===== src/hdl/tmis_pkg.sv =====
// Shared types and constants for the tape-machine instruction step block.
// Depends on nothing; every other file in hdl/ imports it.
`default_nettype none

package tmis_pkg;

    localparam int CELL_COUNT = 16384;
    localparam int PROG_DEPTH = 65536;
    localparam int PTR_W      = $clog2(CELL_COUNT);
    localparam int CELL_W     = 32;
    localparam int ADDR_W     = 16;
    localparam int NEXT_W     = 17;
    localparam int POS_W      = 14;
    localparam int CHAR_W     = 8;
    localparam int QDEPTH     = 3;
    localparam int QIDX_W     = $clog2(QDEPTH);
    localparam int QCNT_W     = $clog2(QDEPTH + 1);

    localparam logic [CHAR_W-1:0] CHAR_STAR = 8'h2A;

    typedef enum logic [3:0] {
        MODE_INC   = 4'd0,
        MODE_DEC   = 4'd1,
        MODE_LEFT  = 4'd2,
        MODE_RIGHT = 4'd3,
        MODE_OPEN  = 4'd4,
        MODE_CLOSE = 4'd5,
        MODE_OUT   = 4'd6,
        MODE_IN    = 4'd7,
        MODE_NOP   = 4'd8
    } mode_t;

    // Input request as packed on s_axis_tdata (last field lowest)
    typedef struct packed {
        logic signed [7:0]  in_byte;
        logic [ADDR_W-1:0]  match_addr;
        logic [ADDR_W-1:0]  prog_addr;
        logic [3:0]         mode;
    } in_item_t;

    // Request handed to the execute stage, with the cell pointer after the step
    typedef struct packed {
        in_item_t           item;
        logic [PTR_W-1:0]   ptr;
    } exec_req_t;

    // Result as packed on m_axis_tdata (last field lowest)
    typedef struct packed {
        logic [POS_W-1:0]          tape_pos;
        logic signed [CELL_W-1:0]  cell_now;
        logic [CHAR_W-1:0]         out_char;
        logic                      char_valid;
        logic [NEXT_W-1:0]         next_addr;
    } result_t;

    typedef struct packed {
        logic               en;
        logic [PTR_W-1:0]   addr;
        logic [CELL_W-1:0]  data;
    } tape_wr_t;

endpackage

`default_nettype wire


===== src/hdl/tmis_exec.sv =====
// Execute stage: takes the cell read back from the tape, forwards the last write,
// applies the command, writes the cell back and forms the result. Depends on tmis_pkg.
`default_nettype none

module tmis_exec
    import tmis_pkg::*;
(
    input  wire logic              clk,
    input  wire logic              rst_n,
    input  wire logic              acc,
    input  wire exec_req_t         req,
    input  wire logic [CELL_W-1:0] rd_data,
    output logic                   res_valid,
    output result_t                res,
    output tape_wr_t               wr
);

    logic       valid_reg;
    exec_req_t  req_reg;
    tape_wr_t   last_wr_reg;

    logic [CELL_W-1:0] cur;
    logic [CELL_W-1:0] upd;
    logic              do_wr;
    logic [NEXT_W-1:0] next_v;
    logic [CHAR_W-1:0] byte_v;

    always_ff @(posedge clk or negedge rst_n)
    begin
        if (!rst_n)
        begin
            valid_reg        <= 1'b0;
            last_wr_reg.en   <= 1'b0;
            last_wr_reg.addr <= '0;
            last_wr_reg.data <= '0;
        end
        else
        begin
            valid_reg        <= acc;
            last_wr_reg.en   <= wr.en;
            last_wr_reg.addr <= wr.addr;
            last_wr_reg.data <= wr.data;
        end
    end

    always_ff @(posedge clk)
    begin
        if (acc)
        begin
            req_reg <= req;
        end
    end

    // The write of the previous cycle is not yet visible in the read data
    assign cur = (last_wr_reg.en && last_wr_reg.addr == req_reg.ptr)
                 ? last_wr_reg.data : rd_data;

    assign byte_v = cur[CHAR_W-1:0];

    always_comb
    begin
        upd    = cur;
        do_wr  = 1'b0;
        next_v = NEXT_W'(req_reg.item.prog_addr) + NEXT_W'(1);
        res.char_valid = 1'b0;
        res.out_char   = '0;
        unique case (req_reg.item.mode)
            MODE_INC:
            begin
                upd   = cur + CELL_W'(1);
                do_wr = 1'b1;
            end
            MODE_DEC:
            begin
                upd   = cur - CELL_W'(1);
                do_wr = 1'b1;
            end
            MODE_OPEN:
            begin
                if (cur == '0)
                begin
                    next_v = NEXT_W'(req_reg.item.match_addr) + NEXT_W'(1);
                end
            end
            MODE_CLOSE:
            begin
                next_v = NEXT_W'(req_reg.item.match_addr);
            end
            MODE_OUT:
            begin
                res.char_valid = 1'b1;
                res.out_char   = byte_v[CHAR_W-1] ? CHAR_STAR : byte_v;
            end
            MODE_IN:
            begin
                upd   = CELL_W'(req_reg.item.in_byte);
                do_wr = 1'b1;
            end
            default:
            begin
                upd = cur;
            end
        endcase
        // Saturate at the end of the program
        if (next_v > NEXT_W'(PROG_DEPTH))
        begin
            next_v = NEXT_W'(PROG_DEPTH);
        end
        res.next_addr = next_v;
        res.cell_now  = upd;
        res.tape_pos  = POS_W'(req_reg.ptr);
    end

    assign wr.en     = valid_reg && do_wr;
    assign wr.addr   = req_reg.ptr;
    assign wr.data   = upd;
    assign res_valid = valid_reg;

endmodule

`default_nettype wire


===== config.mk =====
export PLATFORM = sky130hd
export DESIGN_NAME = tmis_exec
export DESIGN_NICKNAME = d
export VERILOG_FILES = /design/src/hdl/tmis_pkg.sv /design/src/hdl/tmis_exec.sv
export SDC_FILE = /design/constraint.sdc
export NUM_CORES = 1
export LEC_CHECK = 0
export ABC_AREA = 1
export BUFFER_PORTS_ARGS = -buffer_cell sky130_fd_sc_hd__buf_2
export CAP_MARGIN = 25
export CORE_ASPECT_RATIO = 2
export CORE_UTILIZATION = 45
export CTS_CLUSTER_DIAMETER = 150
export DETAILED_ROUTE_END_ITERATION = 8
export PLACE_DENSITY = 0.7
export SETUP_SLACK_MARGIN = 0.2
export SYNTH_ARGS = -nofsm -noshare
export SYNTH_HDL_FRONTEND = slang
export SYNTH_SLANG_ARGS = --single-unit

===== constraint.sdc =====
create_clock -name clk -period 16.4 [get_ports clk]
set_clock_uncertainty 0.1 [all_clocks]
set_input_delay 2.46 -clock clk [delete_from_list [all_inputs] [get_ports clk]]
set_output_delay 2.46 -clock clk [all_outputs]
set_load 0.05 [all_outputs]

* Word level (Yosys, flattened, before mapping) *
Index checks and enable logic that the tools add are counted.

storage, ports and cells
  bits in registers = 106
  word-level logic and storage cells = 33

cells by class
  multiplexer cells = 8
  $lt $le $gt $ge = 1
  add/subtract/negate cells = 4
  eq/ne operators = 6
  reductions and logical operators = 5

operators by type and width
  kind                   number
  $pmux 32 s3            1
  $add 16x1->17 const B  2
  $mux 17                2
  $pmux 17 s2            1
  $add 32x1->32 const B  1
  $logic_not 32->1       1
  $mux 32                1
  $sub 32x1->32 const B  1
  $gt 17x17->1 const B   1
  $eq 4x3->1 const B     4
  $eq 14x14->1           1
  $mux 9                 1
  $mux 7                 1
  $eq 4x1->1 const B     1
  $logic_not 4->1        1
  $reduce_or 3->1        1
  $logic_and 1x1->1      2
  $mux 1                 1

* Longest topological paths before layout *
  word-level depth = 8
  mapped depth = 28
  gate-level depth less buffers = 26

* Least setup slack after synthesis *
No wires, ideal clock.

  path kind = input-to-output
  start point = input rd_data[1]
  end point = output wr[26] in the netlist's numbering
  required time = 13.840 ns
  setup slack = 7.940 ns
  path buffers = 1
  cell stages on the path = 19
  data arrival time = 5.900 ns
  cell sequence = inv_1 -> nand2_1 -> nand2_1 -> fa_1 -> inv_1 -> nand2_1 -> o21ai_0 -> a21oi_1 -> o21ai_0 -> a21boi_0 -> inv_1 -> nand2_1 -> nand2_1 -> a21boi_0 -> o21ai_0 -> or2_2 -> nand3_1 -> a22oi_1 -> buf_4

RTL lines
  item             line             text
  start, declared  tmis_exec.sv:12  input wire logic [CELL_W-1:0] rd_data,
  end, declared    tmis_exec.sv:15  output tape_wr_t wr

==> flow_summary.json <==
{
  "run_status": "finished clean",
  "core_area_um2": 17400,
  "cts-htree-levels": 3,
  "wire_length_of_the_first_global_routing_pass_mm": 38.8,
  "n_fill_cell": 1795,
  "timing.critical_path.mode_cell": "nand2_1",
  "synth-warning-count": 0,
  "cp_max_fo": 6,
  "grt_setup_unrepaired": "no",
  "drv.max_cap_violation_count": 0,
  "worstSkewPairLatency_ns": 0.36,
  "root_buffer": "clkbuf_16",
  "globalRouteMet1Util_pct": 25.1,
  "post-synth-top-area-cell": "edfxtp_1",
  "worst_case_hold_path_end_point": "last_wr_reg[33]",
  "yosysTopAreaCellShare_pct": 21.6,
  "drt-wirelength-per-cell_um": 18.0,
  "synth_sequential_area_ratio_pct": 36.6,
  "worst_ep_required_time_ns": 13.84,
  "first_iter_violations": 294,
  "final.setup.worst_slack_ns": 7.86,
  "grt_util_all_layers_pct": 28.9,
  "syn-cell-area_um2": 8050,
  "period_share_pct": 52.1,
  "synth_top_cells_by_area": "edfxtp_1, dfrtp_1, nand2_1",
  "ctsHoldBuffers": 0,
  "dpl.hpwl_mm": 20.3,
  "report.final.hold_viol_count": 0,
  "final_layout_size_suffix_gt1_share_pct": 22.2,
  "num_rows": 68,
  "worstSetupPathType": "primary input to output port",
  "ioPinCount": 213,
  "die-width_um": 96.6,
  "grtUsageMet2_pct": 54.8,
  "synth.most_common_cell": "nand2_1",
  "vias": 7651,
  "gr-usage-met3_pct": 5.93,
  "area.growth.synth_to_final_pct": 14.0,
  "post_synth_edffs": 58,
  "synth.lib_cells_used.distinct": 44,
  "initial_cell_density_of_the_core_pct": 46.4,
  "pin_count_of_the_biggest_net_entering_global_routing": 60,
  "hold-path-cell-count": 0,
  "timing.critical_path.to_type": "output port",
  "arrival_ns": 5.98,
  "cpMaxStageDelayCell": "fa_1",
  "grt_antenna_before_repair": 5,
  "reg2reg_from": "res[64]",
  "vertical_die_dimension_um": 191,
  "synthFlopType": "edfxtp_1",
  "overflow_left_after_global_routing": 0,
  "grt_pass1_vias": 7504,
  "post-cts-setup-buffers": 0,
  "post_syn_area_per_cell_um2": 7.46,
  "slowest_stage_delay_on_critical_path_ns": 0.47,
  "tns_ns": 0,
  "relSlewSlack_pct": 38.0,
  "synth_commonest_cells": "nand2_1, inv_1, nor2_1, a21oi_1, buf_4",
  "drv_slew": 0,
  "final_antenna_net_count": 0,
  "holdWs_ns": 0.359,
  "number_of_flip_flops_in_the_largest_register": 47,
  "drt-pass1-iter-count": 5,
  "totalWireLength_mm": 26.0,
  "grt_busiest_layer": "met2",
  "min_from": "res[59]",
  "viasPerCell": 5.28,
  "clkTransAtPathRegs_ns": 0.07,
  "final_period_minus_worst_setup_slack_ns": 8.54,
  "cts_tree": "yes",
  "syn-instance-count": 1079,
  "setup_viol": 0,
  "cts-buffers-inserted": 9,
  "max_slew.worst_pin.slew_ns": 0.928,
  "crit_chain": "buf_2 -> inv_1 -> nand2_1 -> nand2_1 -> fa_1 -> inv_1 -> nand2_1 -> o21ai_0 -> a21oi_1 -> o21ai_0 -> a21boi_0 -> inv_1 -> nand2_1 -> nand2_1 -> a21boi_0 -> o21ai_0 -> or2_2 -> nand3_1 -> a22oi_1 -> buf_2",
  "port-buffer-count": 211,
  "cp-start-kind": "primary input",
  "worstRegToRegCells": 22,
  "drc": 0,
  "worst_hold_path_type": "flip-flop to flip-flop",
  "maximum_frequency_from_static_timing_analysis_mhz": 117,
  "post_synthesis_net_count": 1205,
  "max_clock_buf_depth": 2,
  "synthArstFlopShare_pct": 45.3,
  "tritoncts_num_sinks": 106,
  "finish.net_count": 1357,
  "die_area_um2": 18500,
  "place_ws_ns": 7.95,
  "leakage_power_figure_nw": 4.94,
  "gp_routability_congestion": 0.971,
  "worst_r2r_setup_slack_ns": 11.26,
  "power_density_nw_per_um2": 89.9,
  "post_cts_resize_count": 0,
  "worst_r2r_endpoint": "last_wr_reg[26]",
  "ys_seq_elements": 106,
  "ir_worst_vdd_mv": 0.0497
}
## cells in the final DEF (no fill, tap or decap), types with 10 or more instances in the layout
cell type,n
nand2_1,246
a21oi_1,70
o22ai_1,11
ha_1,32
a22oi_1,10
nand3b_1,26
clkbuf_16,10
o21ai_0,40
xor2_1,26
nor3_1,12
dfrtp_1,48
edfxtp_1,58
nor2_1,86
buf_2,211
nand3_1,51
inv_1,185
## layout make-up
type | instances | area [µm²] | share of cell area [%]
multi-input cells | 705 | 3820 | 41.6
flip-flops and latches | 106 | 2940 | 32.1
repair buffers | 221 | 1130 | 12.4
inverters | 188 | 706 | 7.69
clock buffers | 12 | 268 | 2.92
well taps | 210 | 263 | 2.86
clock inverters | 4 | 37.5 | 0.409
diodes | 3 | 7.51 | 0.0818
## worst max-delay path, delay by kind of cell
kind	cells	cell delay, ns
simple gates	7	0.64
buf+inv	5	0.62
compound gates	7	1.78
fa+ha+maj	1	0.47
## per-stage QoR
step	util (%)	total power, mW	instances	cell area, µm²
after floorplan	-	0.549	1079	8050
after global placement	51.0	0.606	1429	8860
after detailed placement	51.1	0.608	1430	8870
after CTS	52.8	0.831	1446	9170
after global routing	52.9	0.863	1449	9180
final	52.9	0.825	1449	9180
## worst max path at each step
stage          startpoint  endpoint  cells after the start
6_report       rd_data[0]    wr[26]                     20
5_1_grt        rd_data[0]   res[52]                     20
4_1_cts        rd_data[0]    wr[26]                     20
3_5_place_dp   rd_data[0]    wr[26]                     20
3_3_place_gp   rd_data[5]    wr[26]                     20
2_1_floorplan  rd_data[1]    wr[26]                     19
## cell families after synthesis
logic type                 synth area share, %
and+or+nand+nor                           25.1
buffers and inverters                     16.1
AOI/OAI and AO/OA                         13.5
DFF                                       36.6
adders and majority gates                 5.22
xor gates and xnor gates                  3.48
other                                   0.0466
## where the power goes
part | leakage (nW) | switching (mW) | internal [mW]
clock network | 0.151 | 0.102 | 0.119
registers | 1.13 | 0.0145 | 0.307
logic | 3.66 | 0.213 | 0.0685
## layer usage
metal	vias to the layer above	part of all wire, %
li1	3742	-
met1	3542	31
met2	276	55
met3	89	6.4
met4	2	7.2
met5	-	0.046
(Power assumes the default switching activity.)
