$ cat src/hdl/tmis_pkg.sv
// Shared types and constants for the tape-machine instruction step block.
// Depends on nothing; every other file in hdl/ imports it.
`default_nettype none

package tmis_pkg;

    localparam int CELL_COUNT = 16384;
    localparam int PROG_DEPTH = 65536;
    localparam int PTR_W      = $clog2(CELL_COUNT);
    localparam int CELL_W     = 32;
    localparam int ADDR_W     = 16;
    localparam int NEXT_W     = 17;
    localparam int POS_W      = 14;
    localparam int CHAR_W     = 8;
    localparam int QDEPTH     = 3;
    localparam int QIDX_W     = $clog2(QDEPTH);
    localparam int QCNT_W     = $clog2(QDEPTH + 1);

    localparam logic [CHAR_W-1:0] CHAR_STAR = 8'h2A;

    typedef enum logic [3:0] {
        MODE_INC   = 4'd0,
        MODE_DEC   = 4'd1,
        MODE_LEFT  = 4'd2,
        MODE_RIGHT = 4'd3,
        MODE_OPEN  = 4'd4,
        MODE_CLOSE = 4'd5,
        MODE_OUT   = 4'd6,
        MODE_IN    = 4'd7,
        MODE_NOP   = 4'd8
    } mode_t;

    // Input request as packed on s_axis_tdata (last field lowest)
    typedef struct packed {
        logic signed [7:0]  in_byte;
        logic [ADDR_W-1:0]  match_addr;
        logic [ADDR_W-1:0]  prog_addr;
        logic [3:0]         mode;
    } in_item_t;

    // Request handed to the execute stage, with the cell pointer after the step
    typedef struct packed {
        in_item_t           item;
        logic [PTR_W-1:0]   ptr;
    } exec_req_t;

    // Result as packed on m_axis_tdata (last field lowest)
    typedef struct packed {
        logic [POS_W-1:0]          tape_pos;
        logic signed [CELL_W-1:0]  cell_now;
        logic [CHAR_W-1:0]         out_char;
        logic                      char_valid;
        logic [NEXT_W-1:0]         next_addr;
    } result_t;

    typedef struct packed {
        logic               en;
        logic [PTR_W-1:0]   addr;
        logic [CELL_W-1:0]  data;
    } tape_wr_t;

endpackage

`default_nettype wire

$ cat src/hdl/tmis_out_queue.sv
// Small result queue that decouples the execute stage from the output handshake.
// Depends on tmis_pkg.
`default_nettype none

module tmis_out_queue
    import tmis_pkg::*;
(
    input  wire logic          clk,
    input  wire logic          rst_n,
    input  wire logic          push,
    input  wire result_t       push_data,
    input  wire logic          pop,
    output logic               not_empty,
    output result_t            head,
    output logic [QCNT_W-1:0]  count
);

    result_t              q [QDEPTH];
    logic [QIDX_W-1:0]    wr_idx_reg;
    logic [QIDX_W-1:0]    rd_idx_reg;
    logic [QCNT_W-1:0]    count_reg;
    logic [QCNT_W-1:0]    count_next;

    function automatic logic [QIDX_W-1:0] bump(input logic [QIDX_W-1:0] idx);
        return (idx == QIDX_W'(QDEPTH - 1)) ? '0 : idx + QIDX_W'(1);
    endfunction

    always_comb
    begin
        count_next = count_reg;
        if (push && !pop)
        begin
            count_next = count_reg + QCNT_W'(1);
        end
        else if (pop && !push)
        begin
            count_next = count_reg - QCNT_W'(1);
        end
    end

    always_ff @(posedge clk or negedge rst_n)
    begin
        if (!rst_n)
        begin
            wr_idx_reg <= '0;
            rd_idx_reg <= '0;
            count_reg  <= '0;
        end
        else
        begin
            if (push)
            begin
                wr_idx_reg <= bump(wr_idx_reg);
            end
            if (pop)
            begin
                rd_idx_reg <= bump(rd_idx_reg);
            end
            count_reg <= count_next;
        end
    end

    always_ff @(posedge clk)
    begin
        if (push)
        begin
            q[wr_idx_reg] <= push_data;
        end
    end

    assign head      = q[rd_idx_reg];
    assign not_empty = (count_reg != '0);
    assign count     = count_reg;

    a_no_overflow: assert property (@(posedge clk) disable iff (!rst_n)
        (count_reg == QCNT_W'(QDEPTH)) |-> (!push || pop))
        else $error("result queue overflow");

    a_no_underflow: assert property (@(posedge clk) disable iff (!rst_n)
        pop |-> (count_reg != '0))
        else $error("result queue popped while empty");

endmodule

`default_nettype wire
$ cat config.mk
export PLATFORM = sky130hd
export DESIGN_NAME = tmis_out_queue
export DESIGN_NICKNAME = d
export VERILOG_FILES = /design/src/hdl/tmis_pkg.sv /design/src/hdl/tmis_out_queue.sv
export SDC_FILE = /design/constraint.sdc
export NUM_CORES = 1
export LEC_CHECK = 0
export BUFFER_PORTS_ARGS = -buffer_cell sky130_fd_sc_hd__buf_2
export CAP_MARGIN = 10
export CORE_MARGIN = 2
export CORE_UTILIZATION = 43
export CTS_BUF_LIST = sky130_fd_sc_hd__clkbuf_4 sky130_fd_sc_hd__clkbuf_8
export CTS_CLUSTER_SIZE = 16
export DETAILED_ROUTE_END_ITERATION = 10
export PLACE_DENSITY = 0.66
export SLEW_MARGIN = 40
export SYNTH_ARGS = -nofsm -noshare
export SYNTH_HDL_FRONTEND = slang
export SYNTH_SLANG_ARGS = --single-unit
export TNS_END_PERCENT = 50
$ cat constraint.sdc
create_clock -name clk -period 6.75 [get_ports clk]
set_input_delay 1.35 -clock clk [delete_from_list [all_inputs] [get_ports clk]]
set_output_delay 1.35 -clock clk [all_outputs]
set_load 0.05 [all_outputs]
-- Word level (Yosys, flattened, before mapping)
Memories as Yosys holds them, arrays and structs flattened.
Cells that the tools add are included.
- register bits: 6
- memory bits (writable): 216
- output and inout port bits: 75
- logic and storage cells: 22
- memories: 1
- memory list (memory ; words ; bits a word ; read ports ; clocked after Yosys merged registers in ; wr ports ; RTL line ; source):
    q ; 3 ; 72 ; 1 ; 0 ; 1 ; tmis_out_queue.sv:18 ; result_t q [QDEPTH];
- add/sub/neg operators: 4
- eq/ne operators: 2
- muxes and demuxes: 6
- reductions and logical operators: 6
- operator list (operator ; count):
    2-to-1 mux 2 bit ; 4
    adder 2 x 1 -> 2 bit, second input constant ; 3
    equality test 2 bit, second input constant ; 2
    nonzero test 2 bit ; 2
    logical AND 1 bit ; 2
    zero test 1 bit ; 2
    2-to-1 mux 1 bit ; 2
    subtractor 2 x 1 -> 2 bit, second input constant ; 1

-- Depth between registers and ports, before layout
Gate-level depths: netlist of run 1.
- depth in word-level cells: 4
- depth in mapped cells: 5

-- Worst setup path before layout of run 1
No wires, ideal clock.
- path type: input-to-reg
- from: in push
- to: mem q[2][0] (netlist name), enable pin
- setup time: 0.605 ns
- arrival: 6.652 ns
- setup slack: -0.507 ns
- stages: 2
- path buffers: 0
- path through: inv_1 -> nor3b_1
- word-level cells in the longest chain between the ends: 2
- ends and longest elaborated chain (what ; RTL line ; source):
    from (decl) ; tmis_out_queue.sv:10 ; input wire logic push,
    2-to-1 mux 1 bit ; tmis_out_queue.sv:65 ; if (push)
    2-to-1 mux 1 bit (not written as such) ; tmis_out_queue.sv:67 ; q[wr_idx_reg] <= push_data;
    to (decl) ; tmis_out_queue.sv:18 ;
No other way between the ends.

==> impl_metrics.py, run 1 <==
metrics = {
    "status": {
        "run_status": "finished, final reports clean",
    },
    "setup_path": {
        "crit_family": "buffers and inverters",
        "r2r_setup_slack_ns": 4.75,
        "start_kind": "flop",
        "arrival_ns": 2.83,
        "regToRegEndpoint": "q[1][28]",
        "crit_required_ns": 5.40,
        "max_stage_delay_ns": 0.90,
        "worstSetupEndpointType": "output port",
        "cp_cell_sequence": "buf_4, mux2i_1, o21ai_1, buf_2",
        "crit_buf_inv": 2,
        "slowest_stage": "dfrtp_4",
        "critPathMaxFanout": 41,
        "reg2regPathDepth": 3,
        "critPathKind": "flop to output port",
        "r2r-start": "wr_idx_reg[0]",
    },
    "clocking": {
        "clock_path_buffers": 3,
        "insertion_delay_ns": 0.51,
        "path_clk_slew_ns": 0.06,
        "root_buffer": "clkbuf_8",
        "cts_hold_buf": 0,
        "cts_made_buffers": 37,
        "clock-sinks": 222,
        "cts_tree": "yes",
        "post_cts_buffers": 0,
        "cts_resized": 0,
        "htree_levels": 2,
    },
    "sta": {
        "tightest_slew_ns": 0.7773,
        "rsz0062_at_grt": "false",
        "layout_worst_path_cycle_share": 0.6190,
        "slew_viol_final": 0,
        "skew_ns": 0.01957,
        "setup_viol": 0,
        "max_freq_mhz": 239.3,
        "slew_headroom": 0.4818,
        "final-hold-violation-count": 0,
        "layout_min_cycle_time_ns": 4.179,
        "whs_ns": 0.4957,
        "finalWorstSetupSlack_ns": 2.571,
    },
    "place": {
        "portBuffers": 150,
        "post-place-ws_ns": 3.075,
        "place_area_mm2": 0.009295,
        "dp_hpwl_um": 9064,
        "gp_congestion": 0.7276,
    },
    "global_routing": {
        "grt_pass1_vias": 4727,
        "groute.usage.overall": 0.1518,
        "grt_pass1_wl_um": 23810,
        "grt_max_degree": 101,
        "grt_overflow": 0,
        "antenna_found_initial": 3,
    },
    "floorplan": {
        "start_util": 0.4413,
        "die_w_um": 143.2,
        "rows": 50,
        "die-area_mm2": 0.02052,
        "die-height_um": 143.2,
        "io_pins": 151,
        "core_mm2": 0.01889,
    },
    "routing": {
        "ant_nets": 0,
        "drt_iter0_drc": 201,
        "vias": 4518,
        "viasPerCell": 4.801,
        "drt_wl_total_um": 15440,
        "first_pass_iters": 4,
        "wire_per_inst_um": 16.40,
        "drc": 0,
    },
    "synth": {
        "syn-num-nets": 558,
        "ys.flop_type": "edfxtp_1",
        "yosysWarnings": 0,
        "synth_edf_count": 216,
        "synth_seq_area_share": 0.7960,
        "postSynthCellCount": 481,
        "ys_types": 20,
        "syn_avg_cell_area_um2": 17.33,
        "ys_async_sr_fraction": 0.02703,
        "syn_area_mm2": 0.008337,
        "ys_ff_latch": 222,
    },
    "pwr": {
        "p_comb_frac": 0.289,
        "power_frac_seq": 0.451,
        "cellInternalPower_mw": 2.644,
        "switching_share": 0.3640,
        "cellPowerDensity_mw_per_mm2": 416.3,
        "p_clk_frac": 0.261,
        "p_leak_nw": 3.731,
        "ir_drop_mv": 0.2348,
        "power.switching_mw": 1.513,
    },
    "job": {
        "cap_violations": 0,
    },
    "cells_and_area": {
        "syn2layout_area_growth_pct": 19.80,
        "mostFrequentLayoutCells": "edfxtp_1, buf_2, nand2_1",
        "fin_area_mm2": 0.009987,
        "final-seq-area_mm2": 0.006644,
        "multi_input_area_mm2": 0.001484,
        "layout_commonest_cell": "edfxtp_1",
        "regMostFlops": "q",
        "nNetsFinal": 730,
        "nFillCells": 1608,
        "largest_register_ff_count": 216,
        "final_util": 0.5286,
        "drive_above_1_share": 0.3270,
    },
    "min_path": {
        "worstHoldStart": "count[1]",
        "hold_class": "flop to flop",
        "min_to": "count[1]",
        "min_path_cells": 1,
    },
}
-- logic make-up (layout without fill, tap and decap cells) --
family | Yosys count | in the layout | synth area share
other | 0 | 2 | 0
multiplexers | 73 | 73 | 0.08765
XOR/XNOR | 3 | 3 | 0.003152
AND/OR/NAND/NOR | 80 | 80 | 0.03722
buffers and inverters | 27 | 225 | 0.02882
adder cells (fa/ha/maj) | 1 | 1 | 0.001501
AO/OA/AOI/OAI | 75 | 75 | 0.04562
flip-flops | 222 | 222 | 0.7960
-- metal layers --
metal | wire (µm) | share of wire | GRT usage | up-vias
li1 | - | - | - | 2162
met1 | 6212 | 0.40 | 0.1728 | 2176
met2 | 7634 | 0.49 | 0.2652 | 144
met3 | 1215 | 0.079 | 0.05097 | 36
met4 | 375 | 0.024 | 0.05831 | 0
met5 | 0 | 0 | 0 | -
-- cells in the mapped netlist (2+ instances only) --
| cell type | instances | share of area |
|---|---|---|
| clkbuf_1 | 11 | 0.0050 |
| nor2_1 | 2 | 0.00090 |
| xor2_1 | 2 | 0.0021 |
| dfrtp_1 | 6 | 0.018 |
| mux2i_1 | 73 | 0.088 |
| buf_2 | 4 | 0.0024 |
| a21o_1 | 2 | 0.0018 |
| nand2_1 | 74 | 0.033 |
| edfxtp_1 | 216 | 0.78 |
| o21ai_1 | 73 | 0.044 |
| buf_12 | 8 | 0.019 |
| inv_1 | 2 | 0.00090 |
-- power groups by stage --
stage | Combinational (mW) | Clock [mW] | Sequential (mW)
global placement | 1.20 | 0 | 1.90
detailed placement | 1.22 | 0 | 1.91
floorplan | 0.972 | 0 | 1.89
global route | 1.28 | 1.18 | 1.90
finish | 1.20 | 1.08 | 1.87
CTS | 1.22 | 1.13 | 1.88
-- worst max-delay path by stage --
stage                              from  endpoint  slack, ns  cells after the start
after floorplan                    push   q[0][0]      -0.19                      2
after global placement    rd_idx_reg[0]  head[71]       3.08                      4
after detailed placement  rd_idx_reg[0]  head[71]       3.08                      4
after CTS                 rd_idx_reg[0]  head[71]       2.50                      4
after global routing      rd_idx_reg[0]  head[56]       2.41                      4
final                     rd_idx_reg[0]  head[61]       2.57                      4
-- layout make-up --
type / instances / area share
multi-input combinational: 232 / 0.1486
antenna: 2 / 0.0005011
inverter: 3 / 0.001128
tap: 260 / 0.03257
clock inverter: 14 / 0.006640
timing repair buffer: 157 / 0.08319
clock buffer: 51 / 0.06214
sequential: 222 / 0.6652
-- through the flow --
step / instances / TNS (ns) / power (mW)
5_1_grt: 940 / 0 / 4.362
6_report: 941 / 0 / 4.158
2_1_floorplan: 481 / -13.81 / 2.860
4_1_cts: 939 / 0 / 4.229
3_3_place_gp: 873 / 0 / 3.095
3_5_place_dp: 874 / 0 / 3.127
No activity file was read; power rests on OpenSTA's default activity.
==> run 2: changes to the inputs <==
--- a/config.mk
+++ b/config.mk
@@ -12,7 +12,7 @@
 export CTS_BUF_LIST = sky130_fd_sc_hd__clkbuf_4 sky130_fd_sc_hd__clkbuf_8
 export CTS_CLUSTER_SIZE = 16
 export DETAILED_ROUTE_END_ITERATION = 10
-export PLACE_DENSITY = 0.66
+export PLACE_DENSITY = 0.63
 export SLEW_MARGIN = 40
 export SYNTH_ARGS = -nofsm -noshare
 export SYNTH_HDL_FRONTEND = slang
==> constraint.sdc (replaced) <==
create_clock -name clk -period 4 [get_ports clk]
set_input_delay 0.8 -clock clk [delete_from_list [all_inputs] [get_ports clk]]
set_output_delay 0.8 -clock clk [all_outputs]
set_load 0.05 [all_outputs]
==> run 2 against run 1 <==
Compared with the run above: flip-flop and latch count unchanged; design area increased by 0.59%; global-route usage is 0.31 points higher; die area is the same; critical endpoint is now head[52]; largest cell class unchanged; largest power group unchanged.
==> impl_metrics.py, run 2 (synthesis results as in run 1) <==
metrics = {
    "status": {
        "run_status": "finished, final reports clean",
    },
    "place": {
        "gp_congestion": 0.7459,
        "post-place-ws_ns": 1.287,
        "placed_cells": 875,
        "portBuffers": 150,
        "dp_hpwl_um": 9101,
    },
    "sta": {
        "setup_viol": 0,
        "tightest_slew_ns": 0.6548,
        "slew_headroom": 0.5635,
        "final-hold-violation-count": 0,
        "slew_viol_final": 0,
        "max_freq_mhz": 313.8,
        "rsz0062_at_grt": "false",
        "layout_worst_path_cycle_share": 0.7967,
        "finalWorstSetupSlack_ns": 0.8131,
        "layout_min_cycle_time_ns": 3.187,
        "skew_ns": 0.01076,
    },
    "setup_path": {
        "critPathKind": "flop to output port",
        "crit_required_ns": 3.20,
        "worstSetupEndpointType": "output port",
        "arrival_ns": 2.39,
        "start_kind": "flop",
        "critPathMaxFanout": 43,
    },
    "global_routing": {
        "grt_max_degree": 85,
        "groute.usage.overall": 0.1549,
        "grt_pass1_vias": 4737,
        "antenna_found_initial": 2,
        "grt_overflow": 0,
        "grt_pass1_wl_um": 24500,
    },
    "floorplan": {
        "io_pins": 151,
        "die_w_um": 143.2,
        "core_mm2": 0.01889,
        "die-area_mm2": 0.02052,
        "rows": 50,
        "start_util": 0.4413,
        "die-height_um": 143.2,
    },
    "clocking": {
        "path_clk_slew_ns": 0.06,
        "cts_made_buffers": 37,
        "cts_resized": 0,
        "insertion_delay_ns": 0.49,
        "cts_hold_buf": 0,
        "cts_tree": "yes",
        "root_buffer": "clkbuf_8",
        "clock-sinks": 222,
        "clock_path_buffers": 3,
        "htree_levels": 2,
        "post_cts_buffers": 0,
    },
    "cells_and_area": {
        "fin_cells": 941,
        "syn2layout_area_growth_pct": 20.50,
        "drive_above_1_share": 0.3299,
        "nNetsFinal": 731,
        "layout_commonest_cell": "edfxtp_1",
        "regMostFlops": "q",
        "largest_register_ff_count": 216,
        "mostFrequentLayoutCells": "edfxtp_1, buf_2, nand2_1",
        "nFillCells": 1604,
    },
    "pwr": {
        "p_leak_nw": 3.762,
        "cellPowerDensity_mw_per_mm2": 708.0,
        "ir_drop_mv": 0.3913,
    },
    "routing": {
        "wire_per_inst_um": 16.54,
        "ant_nets": 0,
        "first_pass_iters": 4,
        "vias": 4539,
        "drc": 0,
        "viasPerCell": 4.824,
        "drt_iter0_drc": 290,
        "drt_wl_total_um": 15560,
    },
    "job": {
        "cap_violations": 0,
    },
    "min_path": {
        "hold_class": "primary input to asynchronous set/reset pin",
    },
}
## run 2: per-layer routing
| metal | share of wire | wire [µm] | GRT usage | vias to the layer above |
|---|---|---|---|---|
| met5 | 0 | 0 | 0 | - |
| met4 | 0.018 | 282 | 0.05005 | 0 |
| met3 | 0.085 | 1324 | 0.05533 | 29 |
| met2 | 0.48 | 7426 | 0.2574 | 158 |
| met1 | 0.42 | 6526 | 0.1900 | 2182 |
| li1 | - | - | - | 2170 |
## run 2: path summary, 6_finish.rpt
kind	from	end	slack, ns	cells after the start
worst max register to register	wr_idx_reg[1]	q[2][37]	2.32	2
worst min-delay path	rst_n	count[0]	0.12	1
worst max-delay path	rd_idx_reg[0]	head[52]	0.81	4
max in group asynchronous	rst_n	rd_idx_reg[1]	3.70	1
min in group clk	push_data[69]	q[2][69]	0.50	1
worst min register to register	count[1]	count[1]	0.51	1
## run 2: cell type report
type / count / area [µm²] / area share
inverter: 3 / 11.26 / 0.001121
clock buffer: 59 / 699.4 / 0.06962
multi-input combinational: 232 / 1490 / 0.1483
timing repair buffer: 158 / 852.1 / 0.08482
tap: 260 / 325.3 / 0.03238
sequential: 222 / 6644 / 0.6614
antenna: 2 / 5.005 / 0.0004982
clock inverter: 5 / 18.77 / 0.001868
## run 2: worst max-delay path, stage by stage (launching register included)
cell and delay, ns:
dfrtp_4 0.79, buf_12 0.39, mux2i_1 0.13, o21ai_1 0.24, buf_2 0.32
## run 2: per-stage QoR
stage / setup TNS, ns / cell area, µm² / total power [mW] / hold slack (ns) / utilization
2_1_floorplan: -22.35 / 8349 / 4.809 / 0.5044 / -
3_3_place_gp: 0 / 9319 / 5.255 / 0.4681 / 0.4932
3_5_place_dp: 0 / 9323 / 5.291 / 0.4881 / 0.4934
4_1_cts: 0 / 10040 / 7.219 / 0.08217 / 0.5315
5_1_grt: 0 / 10040 / 7.460 / 0.08748 / 0.5315
6_report: 0 / 10050 / 7.112 / 0.1157 / 0.5317
## run 2: report_power, final
| group | switching, mW | internal (mW) |
|---|---|---|
| registers | 0.174 | 2.98 |
| logic | 1.57 | 0.482 |
| clock network | 0.804 | 1.10 |
==> run 3: changes to the inputs <==
--- a/config.mk
+++ b/config.mk
@@ -12,7 +12,7 @@
 export CTS_BUF_LIST = sky130_fd_sc_hd__clkbuf_4 sky130_fd_sc_hd__clkbuf_8
 export CTS_CLUSTER_SIZE = 16
 export DETAILED_ROUTE_END_ITERATION = 10
-export PLACE_DENSITY = 0.63
+export PLACE_DENSITY = 0.66
 export SLEW_MARGIN = 40
 export SYNTH_ARGS = -nofsm -noshare
 export SYNTH_HDL_FRONTEND = slang
==> constraint.sdc (replaced) <==
create_clock -name clk -period 2.9 [get_ports clk]
set_input_delay 0.58 -clock clk [delete_from_list [all_inputs] [get_ports clk]]
set_output_delay 0.58 -clock clk [all_outputs]
set_load 0.05 [all_outputs]
==> run 3 against run 2 <==
Compared with the run above: register-to-register slack got worse by 1.0 ns; via count is 0.51% lower; flip-flop and latch count unchanged; count of clock-buffer cells in the layout shrank 13; sequential share of layout area about the same.
==> impl_metrics.py, run 3 (synthesis results as in run 1) <==
metrics = {
    "setup_path": {
        "crit_required_ns": 2.32,
        "worstSetupEndpointType": "output port",
        "reg2regPathDepth": 2,
        "regToRegEndpoint": "q[2][30]",
        "max_stage_delay_ns": 0.83,
        "r2r-start": "wr_idx_reg[1]",
        "start_kind": "flop",
        "critPathKind": "flop to output port",
        "r2r_setup_slack_ns": 1.28,
        "slowest_stage": "dfrtp_4",
        "arrival_ns": 2.16,
        "critPathMaxFanout": 59,
        "cp_cell_sequence": "buf_12, nand2_1, o21ai_1, buf_2",
    },
    "routing": {
        "ant_nets": 0,
        "viasPerCell": 4.794,
        "drc": 0,
        "vias": 4516,
        "wire_per_inst_um": 16.58,
        "first_pass_iters": 4,
        "drt_wl_total_um": 15620,
        "drt_iter0_drc": 153,
    },
    "floorplan": {
        "rows": 50,
        "die-height_um": 143.2,
        "core_mm2": 0.01889,
        "die_w_um": 143.2,
        "die-area_mm2": 0.02052,
        "io_pins": 151,
        "start_util": 0.4413,
    },
    "sta": {
        "tightest_slew_ns": 0.6304,
        "rsz0062_at_grt": "false",
        "slew_viol_final": 0,
        "max_freq_mhz": 365.3,
        "final-hold-violation-count": 0,
        "layout_min_cycle_time_ns": 2.738,
        "slew_headroom": 0.5797,
        "skew_ns": 0.01932,
        "layout_worst_path_cycle_share": 0.9440,
        "setup_viol": 0,
        "setup_tns_ns": 0,
    },
    "clocking": {
        "cts_tree": "yes",
        "cts_resized": 0,
        "cts_made_buffers": 37,
        "path_clk_slew_ns": 0.06,
        "root_buffer": "clkbuf_8",
        "htree_levels": 2,
        "insertion_delay_ns": 0.50,
        "clock-sinks": 222,
        "clock_path_buffers": 3,
    },
    "min_path": {
        "min_path_cells": 1,
        "worstHoldStart": "push_data[44]",
        "hold_class": "primary input to flop",
        "min_to": "q[0][44]",
    },
    "cells_and_area": {
        "nFillCells": 1615,
        "multi_input_area_mm2": 0.001490,
        "regMostFlops": "q",
        "layout_commonest_cell": "edfxtp_1",
        "fin_cells": 942,
        "nNetsFinal": 732,
        "final-seq-area_mm2": 0.006644,
        "syn2layout_area_growth_pct": 20.47,
        "largest_register_ff_count": 216,
        "mostFrequentLayoutCells": "edfxtp_1, buf_2, nand2_1",
        "fin_area_mm2": 0.01004,
        "drive_above_1_share": 0.3245,
    },
    "global_routing": {
        "grt_pass1_wl_um": 23950,
        "grt.met3_usage": 0.04963,
        "groute.layer.met1.usage": 0.1816,
        "groute.usage.overall": 0.1512,
        "gr-max-usage-layer": "met2",
        "use_met2": 0.2589,
        "grt_max_degree": 74,
        "grt_pass1_vias": 4741,
        "antenna_found_initial": 5,
        "grt_overflow": 0,
    },
    "place": {
        "dp_hpwl_um": 9299,
        "portBuffers": 150,
        "gp_congestion": 0.7040,
        "placed_cells": 875,
        "place_area_mm2": 0.009356,
    },
    "status": {
        "run_status": "finished, final reports clean",
    },
    "pwr": {
        "ir_drop_mv": 0.5563,
        "p_total_mw": 9.703,
        "p_leak_nw": 3.756,
        "cellPowerDensity_mw_per_mm2": 966.1,
    },
    "job": {
        "cap_violations": 0,
    },
}
## run 3: where the power goes
group / internal (mW) / switching, mW
clock: 1.33 / 1.16
sequential: 4.12 / 0.234
combinational: 0.689 / 2.17
## run 3: how the worst max path moves through the flow
stage / start / endpoint / slack [ns] / depth (start not counted)
CTS: rd_idx_reg[1] / head[62] / 0.11 / 4
global placement: rd_idx_reg[0] / head[63] / 0.69 / 4
floorplan: push / q[2][0] / -0.07 / 2
finish: rd_idx_reg[1] / head[62] / 0.16 / 4
global route: rd_idx_reg[1] / head[62] / 0.03 / 4
detailed placement: rd_idx_reg[0] / head[59] / 0.68 / 4
## run 3: critical path: cells and delay by family, from the launching register on
kind,cells,cell delay [ns]
compound gates,1,0.11
buf+inv,2,0.59
flops,1,0.83
simple gates,1,0.08
## run 3: metrics by stage
step | hold WS, ns | setup slack [ns] | util
detailed placement | 0.4186 | 0.6820 | 0.4952
global placement | 0.4146 | 0.6949 | 0.4952
CTS | 0.2340 | 0.1118 | 0.5315
global route | 0.2433 | 0.02830 | 0.5315
floorplan | 0.2844 | -0.06970 | -
finish | 0.2742 | 0.1625 | 0.5316
## run 3: area by class of cell
type,instances,area share
Multi-Input combinational cell,232,0.1484
Antenna cell,1,0.0002492
Inverter,3,0.001121
Clock inverter,19,0.009094
Sequential cell,222,0.6615
Tap cell,260,0.03239
Clock buffer,46,0.05805
Timing Repair Buffer,159,0.08920
## run 3: timing repair
item	CTS	global route
hold buffers	1	0
hold endpoints to repair	6	0
setup buffers	0	0
endpoints found under the setup margin	0	0
## run 3: layer usage
metal,up-vias,part of all wire
met5,-,0.0010
met1,2153,0.41
met3,35,0.075
met2,157,0.50
li1,2167,-
met4,4,0.020
